### src/sv/rsfr_pkg.sv
package rsfr_pkg;

  localparam int unsigned ByteW    = 8;
  localparam int unsigned PosW     = 5;
  localparam int unsigned PairN    = 5;
  localparam int unsigned PairAw   = 3;
  localparam int unsigned StepW    = 3;

  localparam logic [ByteW-1:0] FrameDelim  = 8'h7E;
  localparam logic [ByteW-1:0] EndByte     = 8'hFF;
  localparam logic [ByteW-1:0] HeaderReset = 8'h80;

  localparam logic [PosW-1:0] PosStart       = 5'd0;
  localparam logic [PosW-1:0] PosSumFirst    = 5'd3;
  localparam logic [PosW-1:0] PosSampleFirst = 5'd11;
  localparam logic [PosW-1:0] PosSampleLast  = 5'd20;
  localparam logic [PosW-1:0] PosCheck       = 5'd21;
  localparam logic [PosW-1:0] PosDone        = 5'd22;

  localparam logic [StepW-1:0] StepHeader    = 3'd0;
  localparam logic [StepW-1:0] StepLastPair  = 3'd5;
  localparam logic [StepW-1:0] StepEnd       = 3'd6;

  typedef struct packed {
    logic              we_hi;
    logic              we_lo;
    logic [PairAw-1:0] addr;
    logic [ByteW-1:0]  data;
  } mem_wr_t;

  function automatic logic [ByteW-1:0] repack(input logic [2*ByteW-1:0] pair);
    repack = {pair[ByteW+2:ByteW], pair[ByteW-1:3]};
  endfunction

endpackage

### src/sv/rsfr_sample_mem.sv
module rsfr_sample_mem (
  input  logic                                 clk_i,
  input  rsfr_pkg::mem_wr_t                    wr_i,
  input  logic [rsfr_pkg::PairAw-1:0]          rd_addr_i,
  output logic [2*rsfr_pkg::ByteW-1:0]         rd_data_o
);

  logic [2*rsfr_pkg::ByteW-1:0] mem_q [rsfr_pkg::PairN];
  logic [2*rsfr_pkg::ByteW-1:0] rd_data_q;

  always_ff @(posedge clk_i) begin
    if (wr_i.we_hi) begin
      mem_q[wr_i.addr][2*rsfr_pkg::ByteW-1:rsfr_pkg::ByteW] <= wr_i.data;
    end
    if (wr_i.we_lo) begin
      mem_q[wr_i.addr][rsfr_pkg::ByteW-1:0] <= wr_i.data;
    end
    rd_data_q <= mem_q[rd_addr_i];
  end

  assign rd_data_o = rd_data_q;

endmodule

### src/sv/rsfr_parser.sv
module rsfr_parser (
  input  logic                        clk_i,
  input  logic                        rst_ni,
  input  logic                        rx_valid_i,
  input  logic [rsfr_pkg::ByteW-1:0]  rx_byte_i,
  output logic                        rx_stall_o,
  input  logic                        busy_i,
  output rsfr_pkg::mem_wr_t           wr_o,
  output logic                        match_o
);

  logic [rsfr_pkg::PosW-1:0]  pos_q, pos_d;
  logic [rsfr_pkg::ByteW-1:0] sum_q, sum_d;
  logic [rsfr_pkg::PosW-1:0]  eff_pos;
  logic [rsfr_pkg::PosW-1:0]  offset;
  logic                       in_samples;
  logic                       accept;
  logic                       live;

  assign eff_pos    = (rx_byte_i == rsfr_pkg::FrameDelim) ? rsfr_pkg::PosStart : pos_q;
  assign in_samples = (eff_pos >= rsfr_pkg::PosSampleFirst) &&
                      (eff_pos <= rsfr_pkg::PosSampleLast);
  // hold sample writes while a message still reads the store
  assign rx_stall_o = busy_i && in_samples;
  assign accept     = rx_valid_i && !rx_stall_o;
  assign live       = eff_pos < rsfr_pkg::PosDone;
  assign offset     = eff_pos - rsfr_pkg::PosSampleFirst;

  always_comb begin
    pos_d = pos_q;
    sum_d = sum_q;
    if (accept) begin
      if (live) begin
        pos_d = eff_pos + 5'd1;
      end else begin
        pos_d = eff_pos;
      end
      if (eff_pos == rsfr_pkg::PosStart) begin
        sum_d = '0;
      end else if ((eff_pos >= rsfr_pkg::PosSumFirst) && (eff_pos < rsfr_pkg::PosCheck)) begin
        sum_d = sum_q + rx_byte_i;
      end
    end
  end

  always_comb begin
    wr_o.we_hi = accept && in_samples && !offset[0];
    wr_o.we_lo = accept && in_samples && offset[0];
    wr_o.addr  = offset[rsfr_pkg::PairAw:1];
    wr_o.data  = rx_byte_i;
  end

  assign match_o = accept && (eff_pos == rsfr_pkg::PosCheck) &&
                   (rx_byte_i == (rsfr_pkg::EndByte - sum_q));

  always_ff @(posedge clk_i or negedge rst_ni) begin
    if (!rst_ni) begin
      pos_q <= '0;
      sum_q <= '0;
    end else begin
      pos_q <= pos_d;
      sum_q <= sum_d;
    end
  end

endmodule

### src/sv/rsfr_emitter.sv
module rsfr_emitter (
  input  logic                                 clk_i,
  input  logic                                 rst_ni,
  input  logic                                 match_i,
  input  logic [rsfr_pkg::ByteW-1:0]           header_code_i,
  input  logic [2*rsfr_pkg::ByteW-1:0]         rd_data_i,
  output logic [rsfr_pkg::PairAw-1:0]          rd_addr_o,
  output logic                                 busy_o,
  output logic                                 tx_valid_o,
  input  logic                                 tx_stall_i,
  output logic [rsfr_pkg::ByteW-1:0]           tx_byte_o,
  output logic                                 tx_end_of_message_o
);

  logic [rsfr_pkg::StepW-1:0] step_q, step_d;
  logic                       busy_q, busy_d;
  logic                       valid_q, valid_d;
  logic [rsfr_pkg::ByteW-1:0] byte_q, byte_d;
  logic                       eom_q, eom_d;
  logic                       load;
  logic [rsfr_pkg::StepW-1:0] pair_idx;

  assign load = busy_q && (!valid_q || !tx_stall_i);

  always_comb begin
    step_d = step_q;
    busy_d = busy_q;
    if (match_i) begin
      busy_d = 1'b1;
      step_d = rsfr_pkg::StepHeader;
    end else if (load) begin
      if (step_q == rsfr_pkg::StepEnd) begin
        busy_d = 1'b0;
      end else begin
        step_d = step_q + 3'd1;
      end
    end
  end

  // prefetch the pair that the next word needs
  assign pair_idx  = step_d - 3'd1;
  assign rd_addr_o = ((step_d == rsfr_pkg::StepHeader) || (step_d > rsfr_pkg::StepLastPair)) ?
                     '0 : pair_idx;

  always_comb begin
    valid_d = valid_q;
    byte_d  = byte_q;
    eom_d   = eom_q;
    if (load) begin
      valid_d = 1'b1;
      eom_d   = 1'b0;
      case (step_q)
        rsfr_pkg::StepHeader: byte_d = header_code_i;
        rsfr_pkg::StepEnd: begin
          byte_d = rsfr_pkg::EndByte;
          eom_d  = 1'b1;
        end
        default: byte_d = rsfr_pkg::repack(rd_data_i);
      endcase
    end else if (!tx_stall_i) begin
      valid_d = 1'b0;
    end
  end

  always_ff @(posedge clk_i or negedge rst_ni) begin
    if (!rst_ni) begin
      step_q  <= '0;
      busy_q  <= 1'b0;
      valid_q <= 1'b0;
    end else begin
      step_q  <= step_d;
      busy_q  <= busy_d;
      valid_q <= valid_d;
    end
  end

  always_ff @(posedge clk_i) begin
    byte_q <= byte_d;
    eom_q  <= eom_d;
  end

  assign busy_o              = busy_q;
  assign tx_valid_o          = valid_q;
  assign tx_byte_o           = byte_q;
  assign tx_end_of_message_o = eom_q;

endmodule

### src/sv/radio_sample_frame_repacker.sv
// channel  | direction | handshake                 | payload
// rx       | in        | rx_valid_i / rx_stall_o   | rx_byte_i
// tx       | out       | tx_valid_o / tx_stall_i   | tx_byte_o, tx_end_of_message_o
// cfg      | in        | cfg_we_i                  | cfg_wdata_i (header code)
//
// one received byte per cycle while rx is not stalled; a good checksum byte queues a seven-word message
// message words leave one per cycle from an output register while tx_stall_i is low, samples read from
// the registered pair memory at the address of the upcoming step
// rx stalls only for a sample byte arriving while the emitter is still busy with a message
// reset clears position, sum, message sequencer and output valid; header returns to 0x80
module radio_sample_frame_repacker (
  input  logic       clk_i,
  input  logic       rst_ni,
  input  logic       rx_valid_i,
  output logic       rx_stall_o,
  input  logic [7:0] rx_byte_i,
  output logic       tx_valid_o,
  input  logic       tx_stall_i,
  output logic [7:0] tx_byte_o,
  output logic       tx_end_of_message_o,
  input  logic       cfg_we_i,
  input  logic [7:0] cfg_wdata_i
);

  logic [rsfr_pkg::ByteW-1:0]   header_q;
  rsfr_pkg::mem_wr_t            wr;
  logic                         match;
  logic                         busy;
  logic [rsfr_pkg::PairAw-1:0]  rd_addr;
  logic [2*rsfr_pkg::ByteW-1:0] rd_data;

  always_ff @(posedge clk_i or negedge rst_ni) begin
    if (!rst_ni) begin
      header_q <= rsfr_pkg::HeaderReset;
    end else if (cfg_we_i) begin
      header_q <= cfg_wdata_i;
    end
  end

  rsfr_parser u_parser (
    .clk_i      (clk_i),
    .rst_ni     (rst_ni),
    .rx_valid_i (rx_valid_i),
    .rx_byte_i  (rx_byte_i),
    .rx_stall_o (rx_stall_o),
    .busy_i     (busy),
    .wr_o       (wr),
    .match_o    (match)
  );

  rsfr_sample_mem u_mem (
    .clk_i     (clk_i),
    .wr_i      (wr),
    .rd_addr_i (rd_addr),
    .rd_data_o (rd_data)
  );

  rsfr_emitter u_emitter (
    .clk_i               (clk_i),
    .rst_ni              (rst_ni),
    .match_i             (match),
    .header_code_i       (header_q),
    .rd_data_i           (rd_data),
    .rd_addr_o           (rd_addr),
    .busy_o              (busy),
    .tx_valid_o          (tx_valid_o),
    .tx_stall_i          (tx_stall_i),
    .tx_byte_o           (tx_byte_o),
    .tx_end_of_message_o (tx_end_of_message_o)
  );

endmodule

### config.mk
export PLATFORM = sky130hd
export DESIGN_NAME = radio_sample_frame_repacker
export DESIGN_NICKNAME = d
export VERILOG_FILES = /design/src/sv/rsfr_pkg.sv /design/src/sv/rsfr_sample_mem.sv /design/src/sv/rsfr_parser.sv /design/src/sv/rsfr_emitter.sv /design/src/sv/radio_sample_frame_repacker.sv
export SDC_FILE = /design/constraint.sdc
export NUM_CORES = 1
export LEC_CHECK = 0
export BUFFER_PORTS_ARGS = -buffer_cell sky130_fd_sc_hd__buf_2
export CORE_UTILIZATION = 60
export DETAILED_ROUTE_END_ITERATION = 12
export GPL_TIMING_DRIVEN = 0
export PLACE_DENSITY = 0.81
export SLEW_MARGIN = 0
export SYNTH_ARGS = -nofsm -noshare
export SYNTH_HDL_FRONTEND = slang
export SYNTH_SLANG_ARGS = --single-unit
### constraint.sdc
create_clock -name clk_i -period 4.3 [get_ports clk_i]
set_clock_uncertainty 0.1 [all_clocks]
set_input_delay 0.86 -clock clk_i [delete_from_list [all_inputs] [get_ports clk_i]]
set_output_delay 0.86 -clock clk_i [all_outputs]
set_load 0.01 [all_outputs]
## Word-level counts from Yosys, hierarchy flattened

Memories as Yosys holds them, arrays and structs flattened. A register that Yosys moved wholly into a read port is not among the register bits.
Index checks and enable logic that the tools add are counted.

| storage, ports and cells | value |
|---|---|
| flip-flop bits (word level) | 35 |
| bits in writable memories | 80 |
| input bits | 21 |
| output and inout bits | 11 |
| logic and storage cells | 69 |
| memories kept | 1 |

Memories:

| memory | depth | bits a word | rd ports | clocked after memory_dff | write ports | RTL line | RTL |
|---|---|---|---|---|---|---|---|
| u_mem.mem_q | 5 | 16 | 1 | 1 | 1 | rsfr_sample_mem.sv:8 | `logic [2*rsfr_pkg::ByteW-1:0] mem_q [rsfr_pkg::PairN];` |

| cells by class | value |
|---|---|
| add/sub/neg operators | 6 |
| order comparisons | 6 |
| equal/unequal tests | 5 |
| multiplexer cells | 19 |
| reduce and logical (&&, ||, !) cells | 24 |

Operators with widths:

| kind | number |
|---|---|
| $mux W8 | 2 |
| $pmux W8 S2 | 1 |
| $mux W3 | 4 |
| $logic_and A1 B1 Y1 | 10 |
| $lt A5 B5 Y1 const B | 2 |
| $mux W1 | 10 |
| $mux W5 | 2 |
| $add A8 B8 Y8 | 1 |
| $eq A8 B7 Y1 const B | 1 |
| $eq A8 B8 Y1 | 1 |
| $sub A8 B8 Y8 const A | 1 |
| $logic_not A3 Y1 | 2 |
| $reduce_bool A2 Y1 | 3 |
| $add A5 B1 Y5 const B | 1 |
| $eq A5 B5 Y1 const B | 1 |
| $ge A5 B2 Y1 const B | 1 |
| $ge A5 B4 Y1 const B | 1 |
| $le A5 B5 Y1 const B | 1 |
| $logic_not A5 Y1 | 1 |
| $logic_not A1 Y1 | 4 |
| $reduce_and A2 Y1 | 2 |
| $sub A4 B4 Y4 const B | 1 |
| $add A3 B1 Y3 const B | 1 |
| $eq A3 B3 Y1 const B | 1 |
| other kinds (4) | 5 |

## Longest topological paths before layout

| depth | value |
|---|---|
| depth in word-level cells | 13 |
| depth in mapped cells | 17 |
| mapped depth without buffers | 16 |

## Modules after synthesis

From an unflattened synthesis, not the netlist that was laid out.

| unflattened totals | value |
|---|---|
| cells, all modules | 426 |
| area total of the unflattened synthesis | 5941.9 µm² |

By module, submodules not included:

| module | times used | cells each | area an instance (µm²) | sequential area each (µm²) |
|---|---|---|---|---|
| rsfr_sample_mem | 1 | 204 | 3529.6 | 2722.6 |
| rsfr_parser | 1 | 132 | 1234.9 | 325.3 |
| rsfr_emitter | 1 | 73 | 844.6 | 395.4 |
| radio_sample_frame_repacker | 1 | 17 | 332.8 | 201.4 |

## Least setup slack after synthesis

OpenSTA, ideal clock, no wires.

| path | value |
|---|---|
| path type | input port to flip-flop |
| start | input port rx_byte_i[0] |
| end | register u_mem.rd_data_q (netlist bit u_mem.rd_data_o[5]) (read register of u_mem.mem_q) |
| setup time | 0.131 ns |
| arrival time | 4.039 ns |
| required time | 4.069 ns |
| setup slack | 0.030 ns |
| cell stages on the path | 17 |
| path buffers | 1 |
| cells stage by stage | and4bb_1 nand2_1 nand2_1 inv_1 ha_1 a211oi_1 o22a_1 o2111ai_4 nand2_4 inv_4 buf_2 ha_1 a31oi_1 o31a_1 a211oi_4 a2111oi_1 o22ai_1 |

| between the ends | value |
|---|---|
| word-level cells in the longest chain between the ends | 13 |
| elaborated cells between the ends (all ways) | 18 |
| those cells by class | 1 x add/sub; 3 x order compare; 3 x eq/ne; 3 x mux; 8 x reduce/logical |

Ends and longest elaborated chain:

| item | RTL line | RTL |
|---|---|---|
| start, declared | radio_sample_frame_repacker.sv:16 | `input logic [7:0] rx_byte_i,` |
| $eq A8 B7 Y1 | rsfr_parser.sv:20 | `assign eff_pos = (rx_byte_i == rsfr_pkg::FrameDelim) ? rsfr_pkg::PosStart : pos_q;` |
| $mux W5 | rsfr_parser.sv:20 |  |
| $ge A5 B4 Y1 or $le A5 B5 Y1 (tied branches) | rsfr_parser.sv:21, rsfr_parser.sv:22 |  |
| $logic_and A1 B1 Y1 | rsfr_parser.sv:21 | `assign in_samples = (eff_pos >= rsfr_pkg::PosSampleFirst) &&` |
| $logic_and A1 B1 Y1 | rsfr_parser.sv:24 | `assign rx_stall_o = busy_i && in_samples;` |
| $logic_not A1 Y1 | rsfr_parser.sv:25 | `assign accept = rx_valid_i && !rx_stall_o;` |
| $logic_and A1 B1 Y1 | rsfr_parser.sv:25 |  |
| $logic_and A1 B1 Y1 | rsfr_parser.sv:53 | `assign match_o = accept && (eff_pos == rsfr_pkg::PosCheck) &&` |
| $logic_and A1 B1 Y1 (*) | rsfr_parser.sv:53 |  |
| $mux W3 (*) | rsfr_emitter.sv:28 | `if (match_i) begin` |
| named net u_emitter.step_d (one bit) | rsfr_emitter.sv:15 | `logic [rsfr_pkg::StepW-1:0] step_q, step_d;` |
| $gt A3 B3 Y1 or $logic_not A3 Y1 (tied branches) | rsfr_emitter.sv:42 | `assign rd_addr_o = ((step_d == rsfr_pkg::StepHeader) \|\| (step_d > rsfr_pkg::StepLastPair)) ?` |
| $logic_or A1 B1 Y1 | rsfr_emitter.sv:42 |  |
| $mux W3 (*) | rsfr_emitter.sv:42 |  |
| end, declared | rsfr_sample_mem.sv:9 | `logic [2*rsfr_pkg::ByteW-1:0] rd_data_q;` |

The timed path passes the listed nets; every way through them passes the cells marked *.
A chain may end at the register's enable or synchronous reset.

## Worst setup path after layout

| path | value |
|---|---|
| start | input port rx_byte_i[7] |
| end | register u_mem.rd_data_q (netlist bit u_mem.rd_data_o[6]) (read register of u_mem.mem_q) |

The elaborated chain is that of the path after synthesis.

==> impl_metrics.py <==
metrics = {
    "worst_setup_path": {
        "crit_path_frequent_cell": "nand2_4",
        "arrival_ns": 4.27,
        "worstSetupPathType": "primary input to flop",
        "slowest_stage": "a2111oi_1",
        "slowest_delay_ns": 0.36,
        "start_kind": "primary input",
        "critical_path.cell_chain": "buf_2 -> and4bb_1 -> nand2_4 -> nand2_1 -> inv_1 -> ha_4 -> a211oi_1 -> o22a_2 -> o2111ai_4 -> nand2_4 -> inv_6 -> buf_6 -> ha_1 -> a31oi_2 -> o31a_1 -> a211oi_4 -> a2111oi_1 -> o22ai_1",
        "worst_setup_path_end_kind": "flop",
        "crit_fanout": 11,
        "required_ns": 4.43,
    },
    "synth": {
        "muxShareOfSynthArea_pct": 6.83,
        "synth_ff_type": "edfxtp_1",
        "syn_inst": 373,
        "synth_warnings": 0,
        "synth_compound_area_share_pct": 15.9,
        "synth_xor_area_share_pct": 2.26,
        "netlist-cell-type-count": 57,
        "synth_top_family_by_area": "compound AO/OA/AOI/OAI gates",
        "synthesis.area_sq_um": 4270,
        "synth_edf_count": 49,
        "synthSimpleGateAreaFrac_pct": 13.3,
        "seq_area_frac_synth_pct": 53.5,
        "synth_nets": 411,
        "async_flop_share_pct": 31.3,
        "synth-adder-area-share_pct": 5.16,
        "synth_seq_cells": 83,
        "synth_area_per_cell_sq_um": 11.4,
    },
    "sta": {
        "post-route-min-period_ns": 4.15,
        "finalCritPeriodShare_pct": 96.5,
        "setup_viol": 0,
        "worst_pin_slew_ns": 0.648,
        "final-hold-violation-count": 0,
        "maxSlewHeadroom_pct": 56.8,
        "fin_ws_ns": 0.152,
        "rsz0062_at_grt": "false",
        "finalMaxSlewViolations": 0,
        "timing.fmax_mhz": 241,
        "totalNegativeSetupSlack_ns": 0,
    },
    "cts": {
        "holdBufCountCts": 0,
        "h-tree-depth": 3,
        "clock_path_buffers": 2,
        "clock_latency_ns": 0.36,
        "clock-sinks": 83,
        "root_buffer": "clkbuf_8",
        "cts_buffers": 9,
        "path_clk_slew_ns": 0.08,
        "cts_tree": "built",
    },
    "floorplan": {
        "die-area_sq_um": 7460,
        "fp.dieW_um": 86.4,
        "pin_count": 32,
        "initial_core_util_pct": 62.5,
        "dieHeight_um": 86.4,
        "core_region_area_sq_um": 6830,
        "rows": 30,
    },
    "pwr": {
        "finalPower_mw": 2.46,
        "max-vdd-ir-drop_mv": 0.415,
        "p_int_mw": 1.63,
        "clkPwrFrac_pct": 24.2,
        "switching_power_mw": 0.829,
        "total_leakage_power_nw": 1.92,
        "p_per_area_nw_per_um2": 508,
        "seqPwrFrac_pct": 41.5,
        "p_comb_share_pct": 34.3,
        "power.share.switching_pct": 33.6,
    },
    "detailed_routing": {
        "drc": 0,
        "drtIter0Drc": 163,
        "routed_via_density": 5.92,
        "postRouteAntennaNets": 0,
        "wirelength_mm": 8.68,
        "vias": 3073,
        "first_pass_iters": 5,
        "route.detailed.wl_per_inst_um": 16.7,
    },
    "place": {
        "post-dp-hpwl_mm": 6.27,
        "io_buffers": 30,
        "dp_cells": 499,
        "pre_cts_ws_ns": -0.795,
        "gp_congestion": 0.906,
    },
    "global_route": {
        "use_met1_pct": 27.8,
        "grt_max_degree": 27,
        "grt_overflow_total": 0,
        "grt_pass1_wl_mm": 14.3,
        "track_usage_pct": 25.5,
        "antenna_found_initial": 0,
        "grt_use_met3_pct": 5.71,
        "grt_pass1_vias": 3034,
        "busiest_layer": "met2",
        "grt.met2_usage_pct": 47.3,
    },
    "final_layout": {
        "area_growth_pct": 13.6,
        "layout_common_cells": "edfxtp_1 (49), nand2_1 (39), nor2_1 (33)",
        "nNetsFinal": 456,
        "fillers": 496,
        "fin_cells": 519,
        "layout_commonest_cell": "edfxtp_1",
        "drive_gt1_share_pct": 22.5,
        "antenna_cells": 0,
        "fin_util_pct": 71.0,
    },
    "worst_hold_path": {
        "hold_path_class": "flop to flop",
    },
    "status": {
        "run_status": "completed",
    },
    "flow_run": {
        "drv_cap": 0,
    },
}
kinds of logic (layout without fill, tap and decap cells):
family,count (synthesis),count (layout)
AO/OA/AOI/OAI,91,91
XOR/XNOR,11,11
adder cells (fa/ha/maj),17,17
buffers and inverters,32,82
flip-flops,83,83
multiplexers,25,25
AND/OR/NAND/NOR,114,114
synthesized netlist by cell type (all sizes together), types with 3 or more instances:
master	count	share of area, %
xor2	3	0.62
nand3	5	0.59
o22a	9	1.8
o22ai	13	1.9
nand2	41	3.8
buf	5	0.62
dfxtp	8	3.8
a31oi	3	0.44
mux2i	4	0.94
dfrtp	25	15
a22o	3	0.62
a21oi	12	1.5
inv	19	1.7
nor2	34	3.2
nor3	4	0.59
a2111oi	4	1.1
a22oi	11	1.9
clkbuf	8	0.70
xnor2	8	1.6
a32o	5	1.2
and3	5	0.73
a211oi	3	0.82
ha	16	4.7
nand2b	11	1.6
nor3b	4	0.70
edfxtp	49	34
mux2	21	5.9
o21ai	15	1.8
a21o	4	0.70
power groups by stage:
stage / clock (mW) / combinational, mW / sequential [mW]
floorplan: 0 / 0.634 / 1.02
global placement: 0 / 0.765 / 1.03
detailed placement: 0 / 0.794 / 1.04
CTS: 0.603 / 0.818 / 1.02
global route: 0.637 / 0.935 / 1.03
finish: 0.596 / 0.845 / 1.02
sequential cells by signal, indices dropped and copies added (netlist names):
signal / flops
u_mem.rd_data_o: 8
u_emitter.tx_byte_o: 8
u_emitter.step_q: 3
u_emitter.tx_valid_o: 1
u_parser.sum_q: 8
u_emitter.tx_end_of_message_o: 1
u_mem.mem_q: 40
u_parser.pos_q: 5
u_emitter.busy_o: 1
header_q: 8
through the flow:
stage / area [sq um] / hold WS, ns
6_report: 4850 / 0.379
5_1_grt: 4850 / 0.397
4_1_cts: 4780 / 0.370
3_5_place_dp: 4540 / 0.350
3_3_place_gp: 4540 / 0.354
2_1_floorplan: 4270 / 0.318
metal layers:
metal | routed length, um | vias to the layer above | share of wire (%)
li1 | - | 1475 | -
met1 | 3480 | 1478 | 40
met2 | 4650 | 103 | 54
met3 | 390 | 17 | 4.5
met4 | 163 | 0 | 1.9
met5 | 0 | - | 0
final cells by class:
class                      instances  area, sq um  area share (%)
multi-input combinational        258         1920            39.5
timing repair buffer              35          188            3.87
buffer                            12         58.8            1.21
clock inverter                     5         77.6            1.60
inverter                          19         76.3            1.57
sequential                        83         2280            47.1
clock buffer                      11          131            2.71
tap                               96          120            2.48
critical path, delay by kind of cell:
family	cells	cell delay [ns]
compound gates	8	1.78
simple gates	4	0.74
buf+inv	4	0.48
fa+ha+maj	2	0.41
worst paths after layout:
kind,cells past startpoint,slack [ns],from,endpoint
hold / removal,1,0.38,u_mem.mem_q[4][8]$_DFFE_PP_,u_mem.rd_data_o[8]$_DFF_P_
setup / recovery,18,0.15,rx_byte_i[7],u_mem.rd_data_o[6]$_DFF_P_
min in group asynchronous,1,0.42,rst_ni,u_emitter.step_q[0]$_DFF_PN0_
hold reg to reg,1,0.38,u_mem.mem_q[4][8]$_DFFE_PP_,u_mem.rd_data_o[8]$_DFF_P_
setup reg to reg,16,0.79,u_parser.pos_q[1]$_DFFE_PN0P_,u_mem.rd_data_o[3]$_DFF_P_
max in group asynchronous,1,3.25,rst_ni,u_parser.pos_q[3]$_DFFE_PN0P_
what timing repair did:
item | 4_1_cts | 5_1_grt
endpoints found under the hold margin | 0 | 0
pin swaps | 1 | 2
resized for setup | 6 | 11
setup endpoints to repair | 8 | 8
buffers inserted | 2 | 3
No activity file was read; power rests on OpenSTA's default activity.
